[src/hdl/ncwg_pkg.sv]
// Shared widths, register indexes and status types of the shortlex word generator.
package ncwg_pkg;

	localparam int MAX_LEN_DEF     = 32;
	localparam int MAX_SYMBOLS_DEF = 56;

	localparam int N_W          = 31;  // word index
	localparam int K_W          = 6;   // symbol count and base-k digit
	localparam int SYM_W        = 8;   // one character
	localparam int POS_W        = 5;   // character position
	localparam int CFG_W        = 64;  // widest configuration register
	localparam int CFG_IDX_W    = 3;
	localparam int NUM_SYM_REGS = 7;
	localparam int SYM_PER_REG  = CFG_W / SYM_W;
	// k^L stays below 2^37 and the running sum below 2^38 while the search runs
	localparam int CNT_W        = 38;

	localparam logic [CFG_IDX_W-1:0] CFG_SYMBOL_COUNT = CFG_IDX_W'(0);
	localparam logic [CFG_IDX_W-1:0] CFG_SYMBOLS_BASE = CFG_IDX_W'(1);

	typedef struct packed {
		logic           done;
		logic           too_long;
		logic [N_W-1:0] rem;
	} search_res_t;

	typedef struct packed {
		logic           done;
		logic [K_W-1:0] digit;
		logic [N_W-1:0] quot;
	} div_res_t;

endpackage

[src/hdl/ncwg_len_search.sv]
// Word length search: running sum of k^L with a bit-serial multiplier.
module ncwg_len_search #(
	parameter int MAX_LEN = ncwg_pkg::MAX_LEN_DEF,
	localparam int LEN_W = $clog2(MAX_LEN + 1)
) (
	input  logic                      clk,
	input  logic                      arst_n,
	input  logic                      start,
	input  logic [ncwg_pkg::N_W-1:0]  n,
	input  logic [ncwg_pkg::K_W-1:0]  k,
	output ncwg_pkg::search_res_t     res,
	output logic [LEN_W-1:0]          len
);

	localparam int CNT_W = ncwg_pkg::CNT_W;
	localparam int K_W   = ncwg_pkg::K_W;
	localparam int BIT_W = $clog2(K_W);

	typedef enum logic [2:0] {S_IDLE, S_CHECK, S_MUL, S_ADD, S_DONE} state_t;

	state_t                   state_q;
	logic [ncwg_pkg::N_W-1:0] n_q;
	logic [K_W-1:0]           k_q;
	logic [K_W-1:0]           mplier_q;
	logic [CNT_W-1:0]         pw_q;
	logic [CNT_W-1:0]         counted_q;
	logic [CNT_W-1:0]         before_q;
	logic [CNT_W-1:0]         prod_q;
	logic [CNT_W-1:0]         mcand_q;
	logic [BIT_W-1:0]         bit_q;
	logic [LEN_W-1:0]         len_q;
	logic                     reached;
	logic                     stop;

	assign reached = counted_q >= CNT_W'(n_q);
	assign stop    = reached || (len_q == LEN_W'(MAX_LEN));

	assign res.done     = (state_q == S_DONE);
	assign res.too_long = !reached;
	assign res.rem      = ncwg_pkg::N_W'(CNT_W'(n_q) - before_q - CNT_W'(1));
	assign len          = len_q;

	always_ff @(posedge clk or negedge arst_n) begin
		if (!arst_n) begin
			state_q   <= S_IDLE;
			n_q       <= '0;
			k_q       <= '0;
			mplier_q  <= '0;
			pw_q      <= '0;
			counted_q <= '0;
			before_q  <= '0;
			prod_q    <= '0;
			mcand_q   <= '0;
			bit_q     <= '0;
			len_q     <= '0;
		end else begin
			case (state_q)
				S_IDLE: begin
					if (start) begin
						n_q       <= n;
						k_q       <= k;
						pw_q      <= CNT_W'(1);
						counted_q <= '0;
						before_q  <= '0;
						len_q     <= '0;
						state_q   <= S_CHECK;
					end
				end
				S_CHECK: begin
					if (stop) begin
						state_q <= S_DONE;
					end else begin
						mcand_q  <= pw_q;
						mplier_q <= k_q;
						prod_q   <= '0;
						bit_q    <= '0;
						state_q  <= S_MUL;
					end
				end
				S_MUL: begin
					// one bit of k per cycle
					if (mplier_q[0]) begin
						prod_q <= prod_q + mcand_q;
					end
					mcand_q  <= mcand_q << 1;
					mplier_q <= mplier_q >> 1;
					bit_q    <= bit_q + BIT_W'(1);
					if (bit_q == BIT_W'(K_W - 1)) begin
						state_q <= S_ADD;
					end
				end
				S_ADD: begin
					before_q  <= counted_q;
					counted_q <= counted_q + prod_q;
					pw_q      <= prod_q;
					len_q     <= len_q + LEN_W'(1);
					state_q   <= S_CHECK;
				end
				S_DONE: begin
					state_q <= S_IDLE;
				end
				default: begin
					state_q <= S_IDLE;
				end
			endcase
		end
	end

endmodule

[src/hdl/ncwg_serial_div.sv]
// Bit-serial restoring divider: one quotient bit per cycle, remainder is one base-k digit.
module ncwg_serial_div (
	input  logic                      clk,
	input  logic                      arst_n,
	input  logic                      start,
	input  logic [ncwg_pkg::N_W-1:0]  dividend,
	input  logic [ncwg_pkg::K_W-1:0]  divisor,
	output ncwg_pkg::div_res_t        res
);

	localparam int N_W   = ncwg_pkg::N_W;
	localparam int K_W   = ncwg_pkg::K_W;
	localparam int CNT_W = $clog2(N_W);

	logic             busy_q;
	logic             done_q;
	logic [CNT_W-1:0] cnt_q;
	logic [N_W-1:0]   dvd_q;
	logic [K_W-1:0]   rem_q;
	logic [K_W-1:0]   dsr_q;
	logic [K_W:0]     trial;
	logic [K_W:0]     diff;
	logic             fits;

	assign trial = {rem_q, dvd_q[N_W-1]};
	assign diff  = trial - {1'b0, dsr_q};
	assign fits  = trial >= {1'b0, dsr_q};

	assign res.done  = done_q;
	assign res.digit = rem_q;
	assign res.quot  = dvd_q;

	always_ff @(posedge clk or negedge arst_n) begin
		if (!arst_n) begin
			busy_q <= 1'b0;
			done_q <= 1'b0;
			cnt_q  <= '0;
			dvd_q  <= '0;
			rem_q  <= '0;
			dsr_q  <= '0;
		end else begin
			done_q <= 1'b0;
			if (start) begin
				busy_q <= 1'b1;
				cnt_q  <= '0;
				dvd_q  <= dividend;
				rem_q  <= '0;
				dsr_q  <= divisor;
			end else if (busy_q) begin
				// shift the quotient bit in where the dividend bit leaves
				rem_q <= fits ? diff[K_W-1:0] : trial[K_W-1:0];
				dvd_q <= {dvd_q[N_W-2:0], fits};
				cnt_q <= cnt_q + CNT_W'(1);
				if (cnt_q == CNT_W'(N_W - 1)) begin
					busy_q <= 1'b0;
					done_q <= 1'b1;
				end
			end
		end
	end

endmodule

[src/hdl/nth_candidate_word_generator.sv]
// Top level of the shortlex word generator: configuration, sequencing, digit stack and output.
//
// Give a one-based word_index n and the block returns the n-th word in shortlex order over
// the configured alphabet of k = symbol_count symbols, one character per output item, most
// significant first, with char_position counting from zero and last_char on the final one.
// An index of zero is the empty word: the item is taken and nothing comes out. When the word
// would be longer than MAX_LEN characters, a single item comes out with too_long, last_char,
// a zero symbol and position zero. A symbol count of zero acts as one; a count above
// MAX_SYMBOLS acts as MAX_SYMBOLS. The block works on one index at a time and takes the next
// index as soon as the last character of the previous word sits in the output register.
// For a word of length L the length search runs a serial multiplier over the bits of the
// symbol count, plus one add and one compare per length step; the bit-serial divider then
// peels off one base-k digit per 31-bit division, and the emit state hands out the
// characters, holding while the output item is not taken. Write configuration only while
// no index is in flight.
module nth_candidate_word_generator #(
	parameter int MAX_LEN     = ncwg_pkg::MAX_LEN_DEF,
	parameter int MAX_SYMBOLS = ncwg_pkg::MAX_SYMBOLS_DEF
) (
	input  logic                            clk,
	input  logic                            arst_n,
	input  logic                            cfg_we,
	input  logic [ncwg_pkg::CFG_IDX_W-1:0]  cfg_index,
	input  logic [ncwg_pkg::CFG_W-1:0]      cfg_data,
	input  logic                            in_valid,
	output logic                            in_ready,
	input  logic [ncwg_pkg::N_W-1:0]        word_index,
	output logic                            out_valid,
	input  logic                            out_ready,
	output logic [ncwg_pkg::SYM_W-1:0]      out_symbol,
	output logic [ncwg_pkg::POS_W-1:0]      char_position,
	output logic                            last_char,
	output logic                            too_long
);

	localparam int LEN_W     = $clog2(MAX_LEN + 1);
	localparam int K_W       = ncwg_pkg::K_W;
	localparam int N_W       = ncwg_pkg::N_W;
	localparam int SYM_W     = ncwg_pkg::SYM_W;
	localparam int CFG_W     = ncwg_pkg::CFG_W;
	localparam int REG_SEL_W = K_W - $clog2(ncwg_pkg::SYM_PER_REG);
	localparam int BYTE_W    = $clog2(ncwg_pkg::SYM_PER_REG);
	localparam logic [K_W-1:0] K_SAT = K_W'(MAX_SYMBOLS);

	typedef enum logic [2:0] {T_IDLE, T_SEARCH, T_DIV, T_FLAG, T_EMIT} state_t;

	// configuration registers
	logic [K_W-1:0]   k_q;
	logic [CFG_W-1:0] sym_q [ncwg_pkg::NUM_SYM_REGS];
	logic [K_W-1:0]   k_in;
	logic [K_W-1:0]   k_eff;

	// sequencing, digit stack and output register
	state_t                    state_q;
	logic [LEN_W-1:0]          len_q;
	logic [LEN_W-1:0]          cnt_q;
	logic [K_W-1:0]            stk_q [MAX_LEN];
	logic                      out_valid_q;
	logic [SYM_W-1:0]          out_symbol_q;
	logic [ncwg_pkg::POS_W-1:0] char_position_q;
	logic                      last_char_q;
	logic                      too_long_q;

	ncwg_pkg::search_res_t s_res;
	ncwg_pkg::div_res_t    d_res;
	logic [LEN_W-1:0]      s_len;
	logic                  search_start;
	logic                  div_start;
	logic [N_W-1:0]        div_dividend;
	logic                  last_cnt;
	logic                  load_ok;
	logic [REG_SEL_W-1:0]  sym_reg;
	logic [BYTE_W-1:0]     sym_byte;
	logic [SYM_W-1:0]      top_symbol;

	// Saturate the symbol count once, at the write.
	assign k_in  = cfg_data[K_W-1:0];
	assign k_eff = (k_in == '0) ? K_W'(1) : ((k_in > K_SAT) ? K_SAT : k_in);

	always_ff @(posedge clk or negedge arst_n) begin
		if (!arst_n) begin
			k_q <= K_W'(1);
			for (int i = 0; i < ncwg_pkg::NUM_SYM_REGS; i++) begin
				sym_q[i] <= '0;
			end
		end else if (cfg_we) begin
			if (cfg_index == ncwg_pkg::CFG_SYMBOL_COUNT) begin
				k_q <= k_eff;
			end else begin
				sym_q[ncwg_pkg::CFG_IDX_W'(cfg_index - ncwg_pkg::CFG_SYMBOLS_BASE)] <= cfg_data;
			end
		end
	end

	ncwg_len_search #(
		.MAX_LEN (MAX_LEN)
	) u_search (
		.clk    (clk),
		.arst_n (arst_n),
		.start  (search_start),
		.n      (word_index),
		.k      (k_q),
		.res    (s_res),
		.len    (s_len)
	);

	ncwg_serial_div u_div (
		.clk      (clk),
		.arst_n   (arst_n),
		.start    (div_start),
		.dividend (div_dividend),
		.divisor  (k_q),
		.res      (d_res)
	);

	assign in_ready     = (state_q == T_IDLE);
	assign search_start = in_valid && in_ready && (word_index != '0);
	assign load_ok      = !out_valid_q || out_ready;
	// cnt_q counts digits while dividing, then positions while emitting
	assign last_cnt     = (LEN_W'(cnt_q + LEN_W'(1)) == len_q);

	// First division takes the remainder from the search, the rest take the last quotient.
	assign div_start    = ((state_q == T_SEARCH) && s_res.done && !s_res.too_long) ||
	                      ((state_q == T_DIV) && d_res.done && !last_cnt);
	assign div_dividend = (state_q == T_SEARCH) ? s_res.rem : d_res.quot;

	// Map the digit on top of the stack through the symbol table.
	assign sym_reg  = stk_q[0][K_W-1:BYTE_W];
	assign sym_byte = stk_q[0][BYTE_W-1:0];
	always_comb begin
		top_symbol = '0;
		if (sym_reg < REG_SEL_W'(ncwg_pkg::NUM_SYM_REGS)) begin
			top_symbol = sym_q[ncwg_pkg::CFG_IDX_W'(sym_reg)][{sym_byte, 3'b000} +: SYM_W];
		end
	end

	always_ff @(posedge clk or negedge arst_n) begin
		if (!arst_n) begin
			state_q         <= T_IDLE;
			len_q           <= '0;
			cnt_q           <= '0;
			out_valid_q     <= 1'b0;
			out_symbol_q    <= '0;
			char_position_q <= '0;
			last_char_q     <= 1'b0;
			too_long_q      <= 1'b0;
			for (int i = 0; i < MAX_LEN; i++) begin
				stk_q[i] <= '0;
			end
		end else begin
			// drop the output item once taken; a load below overrides this
			if (out_valid_q && out_ready) begin
				out_valid_q <= 1'b0;
			end
			case (state_q)
				T_IDLE: begin
					if (search_start) begin
						state_q <= T_SEARCH;
					end
				end
				T_SEARCH: begin
					if (s_res.done) begin
						if (s_res.too_long) begin
							state_q <= T_FLAG;
						end else begin
							len_q   <= s_len;
							cnt_q   <= '0;
							state_q <= T_DIV;
						end
					end
				end
				T_DIV: begin
					// digits come least significant first: push so the leading one ends on top
					if (d_res.done) begin
						for (int i = 0; i < MAX_LEN; i++) begin
							if (i == 0) begin
								stk_q[i] <= d_res.digit;
							end else begin
								stk_q[i] <= stk_q[i-1];
							end
						end
						if (last_cnt) begin
							cnt_q   <= '0;
							state_q <= T_EMIT;
						end else begin
							cnt_q <= cnt_q + LEN_W'(1);
						end
					end
				end
				T_FLAG: begin
					if (load_ok) begin
						out_valid_q     <= 1'b1;
						out_symbol_q    <= '0;
						char_position_q <= '0;
						last_char_q     <= 1'b1;
						too_long_q      <= 1'b1;
						state_q         <= T_IDLE;
					end
				end
				T_EMIT: begin
					if (load_ok) begin
						out_valid_q     <= 1'b1;
						out_symbol_q    <= top_symbol;
						char_position_q <= ncwg_pkg::POS_W'(cnt_q);
						last_char_q     <= last_cnt;
						too_long_q      <= 1'b0;
						for (int i = 0; i < MAX_LEN; i++) begin
							if (i == MAX_LEN - 1) begin
								stk_q[i] <= '0;
							end else begin
								stk_q[i] <= stk_q[i+1];
							end
						end
						cnt_q <= cnt_q + LEN_W'(1);
						if (last_cnt) begin
							state_q <= T_IDLE;
						end
					end
				end
				default: begin
					state_q <= T_IDLE;
				end
			endcase
		end
	end

	assign out_valid     = out_valid_q;
	assign out_symbol    = out_symbol_q;
	assign char_position = char_position_q;
	assign last_char     = last_char_q;
	assign too_long      = too_long_q;

endmodule

[config.mk]
export PLATFORM = sky130hd
export DESIGN_NAME = nth_candidate_word_generator
export DESIGN_NICKNAME = d
export VERILOG_FILES = /design/src/hdl/ncwg_pkg.sv /design/src/hdl/ncwg_len_search.sv /design/src/hdl/ncwg_serial_div.sv /design/src/hdl/nth_candidate_word_generator.sv
export SDC_FILE = /design/constraint.sdc
export NUM_CORES = 2
export LEC_CHECK = 0
export BUFFER_PORTS_ARGS = -buffer_cell sky130_fd_sc_hd__buf_4
export CORE_UTILIZATION = 52
export CTS_CLUSTER_DIAMETER = 80
export DETAILED_ROUTE_END_ITERATION = 8
export PLACE_DENSITY_LB_ADDON = 0.3
export RECOVER_POWER = 50
export SYNTH_ARGS = -nofsm -noshare
export SYNTH_HDL_FRONTEND = slang
export SYNTH_SLANG_ARGS = --single-unit
[constraint.sdc]
create_clock -name clk -period 3 [get_ports clk]
set_input_delay 0.9 -clock clk [delete_from_list [all_inputs] [get_ports clk]]
set_output_delay 0.9 -clock clk [all_outputs]
set_load 0.02 [all_outputs]
==> qor.json <==
{
  "netlist.area_leader.share_pct": 49.6,
  "synth.area.top_cells": "sky130_fd_sc_hd__dfrtp_1, sky130_fd_sc_hd__mux2_2, sky130_fd_sc_hd__nand2_1",
  "synth_simple_gate_area_share_pct": 11.6,
  "final_cell_count_no_fill": 6107,
  "place.detailed.hpwl_um": 76500,
  "netlist_instances": 4614,
  "pwr-share-comb_pct": 37.9,
  "clkSlewWorstSetupHoldPaths_ns": 0.06,
  "cell_int_power_w": 0.0339,
  "met3_use_gr_pct": 4.31,
  "grt.total_usage_pct": 25.0,
  "clock_sink_count": 965,
  "area_delta_synth_final_pct": 15.3,
  "final.fill_count": 7372,
  "power_per_cell_area_nw_per_um2": 934,
  "maxSlewHeadroom_pct": -4.92,
  "worst_ir_drop_vdd_uv": 639,
  "finalWorstSetupSlack_ns": 0.102,
  "yosys.area_share.adder_pct": 4.02,
  "fp-row-count": 111,
  "dominantRegCellSynth": "sky130_fd_sc_hd__dfrtp_1",
  "die_h_um": 308,
  "cts_tree": "yes",
  "pin_slew_with_the_least_headroom_to_its_limit_ns": 1.57,
  "io_pins": 120,
  "cts_buffers": 104,
  "syn_nets": 4871,
  "placed_instance_area_um2": 52400,
  "groute.layer.met2.usage_pct": 38.4,
  "initial_core_util_pct": 52.8,
  "yosys-top-cells-count": "sky130_fd_sc_hd__dfrtp_1, sky130_fd_sc_hd__nand2_1, sky130_fd_sc_hd__mux2_2",
  "synth_compound_gate_area_share_pct": 12.5,
  "global_route.overflow_total": 0,
  "rsz_0062_raised_after_global_routing": "true",
  "drt_iter0_drc": 2639,
  "library_cell_with_the_highest_instance_count_after_synthesis": "sky130_fd_sc_hd__dfrtp_1",
  "final_nets": 5033,
  "clock_skew_ns": 0.0596,
  "detail_route.vias_per_cell": 5.83,
  "wl_per_cell_um": 19.1,
  "status": "finished, violations left",
  "initial_antenna_violation_count": 7,
  "htree_num_levels": 3,
  "sequential_share_of_power_pct": 36.4,
  "drive_gt1_share_pct": 23.4,
  "setup.worst_path.class": "flop to flop",
  "worst_setup_path_start_kind": "flop",
  "die-area_um2": 94700,
  "worst_skew_pair.late_latency_ns": 0.72,
  "finalMaxSlewViolations": 271,
  "yosys_register_bits": 965,
  "port_buffers": 119,
  "layout_worst_path_cycle_share_pct": 96.6,
  "finish.instance_area_um2": 56100,
  "chipWidth_um": 308,
  "postSynthAreaPerCell_um2": 10.5,
  "place_worst_setup_slack_ns": -0.130,
  "synth_unique_cells": 81,
  "synth_xor_xnor_area_share_pct": 1.84,
  "ys_seq_area_share_pct": 49.7,
  "combinational_family_with_the_most_area_after_synthesis": "multiplexers",
  "cts.path.max_buffers": 3,
  "min_tclk_post_route_ns": 2.90,
  "core-area_um2": 92100,
  "num_vias": 35600,
  "finalSetupTns_ns": 0,
  "drt_wl_total_um": 117000,
  "required_ns": 3.59,
  "timing.final.hold_violations": 0,
  "first_pass_grt_wire_length_um": 192000,
  "dp.cells": 5907,
  "ctsRootBufferMaster": "sky130_fd_sc_hd__clkbuf_16",
  "failed_checks": "max-capacitance violations, max-slew violations",
  "max-cap-violations": 1,
  "first_pass_iters": 5,
  "grt.busiest_layer": "met2",
  "grt_pass1_vias": 35200,
  "place.gp.congestion": 0.930,
  "synth_top_area_cell": "sky130_fd_sc_hd__dfrtp_1",
  "worstPathMaxFanout": 4,
  "hold_ws_ns": 0.435,
  "maximum_clock_rate_ghz": 0.345,
  "share_clk_of_total_power_pct": 25.7,
  "setup_viol": 0,
  "critical_path_arrival_ns": 3.49,
  "synth_area_um2": 48600,
  "yosys_warnings": 0,
  "grt.met1_usage_pct": 36.8,
  "switching_share_of_power_pct": 35.2,
  "post_synth_mux_area_share_pct": 17.1,
  "path_class_of_the_lowest_slack_min_delay_path": "input pin to flop",
  "synth-edff-count": 0,
  "postSynth.asyncResetShare_pct": 100,
  "end_kind": "flop",
  "grt_max_degree": 188,
  "detail-route-antenna-nets": 0,
  "leakage_nw": 25.6,
  "net-switching-power_w": 0.0184,
  "drc_errors": 0
}
==> repair_timing <==
action / 4_1_cts / 5_1_grt
hold buffers: 1 / 0
setup buffers: 0 / 2
cloned: 0 / 3
pin swaps: 0 / 3
hold endpoints to repair: 1 / 0
gates resized for setup: 5 / 36
setup endpoints to repair: 6 / 98
==> routing by layer <==
layer | up-vias | part of all wire [%] | wire (µm)
li1 | 16800 | - | -
met1 | 17900 | 47 | 55100
met2 | 739 | 45 | 53000
met3 | 189 | 5.0 | 5850
met4 | 12 | 2.2 | 2560
met5 | - | 0.063 | 73
==> power groups by stage <==
stage	registers, W	logic, W	clock network (W)
global route	0.0195	0.0220	0.0142
detailed placement	0.0192	0.0193	0
floorplan	0.0182	0.0140	0
CTS	0.0190	0.0194	0.0137
finish	0.0191	0.0198	0.0134
global placement	0.0190	0.0189	0
==> flip-flops by register name, summed over array words and instances, names as in the netlist, 8 cells and up <==
signal	count
u_search.before_q	31
u_search.n_q	31
sym_q	448
u_search.pw_q	38
u_search.prod_q	38
out_symbol	8
u_search.mcand_q	38
stk_q	192
u_search.counted_q	38
u_div.dvd_q	31
==> logic make-up after synthesis <==
| kind of cell | count (synthesis) |
|---|---|
| xor+xnor | 102 |
| simple gates | 1365 |
| compound gates | 980 |
| fa+ha+maj | 154 |
| mux | 645 |
| flops | 965 |
| buf+inv | 403 |
==> placed cells by master (no fill, tap or decap), types with 16 or more instances in the layout <==
cell type | netlist | layout
sky130_fd_sc_hd__mux2i_1 | 78 | 78
sky130_fd_sc_hd__mux4_2 | 104 | 104
sky130_fd_sc_hd__clkbuf_1 | 239 | 28
sky130_fd_sc_hd__nor3_1 | 26 | 24
sky130_fd_sc_hd__o22ai_1 | 67 | 67
sky130_fd_sc_hd__o31ai_1 | 46 | 45
sky130_fd_sc_hd__clkbuf_16 | 0 | 107
sky130_fd_sc_hd__buf_4 | 3 | 269
sky130_fd_sc_hd__nand2b_1 | 19 | 19
sky130_fd_sc_hd__and3_1 | 16 | 16
sky130_fd_sc_hd__nand4_1 | 32 | 32
sky130_fd_sc_hd__nand2_1 | 769 | 767
sky130_fd_sc_hd__buf_12 | 0 | 47
sky130_fd_sc_hd__clkinv_2 | 0 | 28
sky130_fd_sc_hd__nor2_1 | 375 | 373
sky130_fd_sc_hd__a22o_1 | 17 | 17
sky130_fd_sc_hd__ha_1 | 150 | 146
sky130_fd_sc_hd__xor2_1 | 57 | 57
sky130_fd_sc_hd__a21oi_1 | 139 | 138
sky130_fd_sc_hd__a31oi_1 | 208 | 206
sky130_fd_sc_hd__xnor2_1 | 45 | 45
sky130_fd_sc_hd__dfrtp_1 | 964 | 957
sky130_fd_sc_hd__nor2b_1 | 21 | 19
sky130_fd_sc_hd__nand3_1 | 55 | 54
sky130_fd_sc_hd__inv_1 | 115 | 115
sky130_fd_sc_hd__a21o_1 | 76 | 76
sky130_fd_sc_hd__o21ai_0 | 290 | 282
sky130_fd_sc_hd__clkbuf_8 | 0 | 19
sky130_fd_sc_hd__mux2_2 | 463 | 463
==> stage by stage <==
stage / power [W] / util (%)
2_1_floorplan: 0.0322 / -
3_3_place_gp: 0.0378 / 56.9
3_5_place_dp: 0.0384 / 56.9
4_1_cts: 0.0521 / 60.8
5_1_grt: 0.0557 / 60.9
6_report: 0.0523 / 60.9
==> area by class of cell <==
type | instances | area [µm²] | share of cell area [%]
Sequential cell | 965 | 24200 | 43.1
Multi-Input combinational cell | 3246 | 23100 | 41.2
Timing Repair Buffer | 344 | 3190 | 5.68
Clock buffer | 142 | 2940 | 5.24
Tap cell | 1243 | 1560 | 2.77
Clock inverter | 51 | 688 | 1.23
Inverter | 115 | 432 | 0.770
Antenna cell | 1 | 2.50 | 0.00446
==> worst paths after layout <==
path	startpoint	endpoint	slack [ns]	cells past startpoint
hold / removal	word_index[8]	u_search.n_q[8]$_DFFE_PN0P_	0.44	3
hold reg to reg	u_div.dvd_q[6]$_DFFE_PN0P_	u_div.dvd_q[6]$_DFFE_PN0P_	0.48	2
setup / recovery	u_search.prod_q[8]$_DFFE_PN0P_	u_search.prod_q[25]$_DFFE_PN0P_	0.10	10
setup reg to reg	u_search.prod_q[8]$_DFFE_PN0P_	u_search.prod_q[25]$_DFFE_PN0P_	0.10	10
max in group asynchronous	arst_n	stk_q[140]$_DFFE_PN0P_	0.36	4
min in group asynchronous	arst_n	u_search.prod_q[10]$_DFFE_PN0P_	0.62	2
==> critical path: stages, from the launching register on <==
cell and delay, ns:
sky130_fd_sc_hd__dfrtp_1 0.46, sky130_fd_sc_hd__ha_1 0.36, sky130_fd_sc_hd__and3_1 0.20, sky130_fd_sc_hd__o21a_1 0.18
sky130_fd_sc_hd__o311a_1 0.34, sky130_fd_sc_hd__or2_1 0.26, sky130_fd_sc_hd__o41ai_2 0.28, sky130_fd_sc_hd__o21ai_1 0.17
sky130_fd_sc_hd__a21oi_1 0.22, sky130_fd_sc_hd__xnor2_1 0.11, sky130_fd_sc_hd__a22o_1 0.19
(Power assumes the default switching activity.)
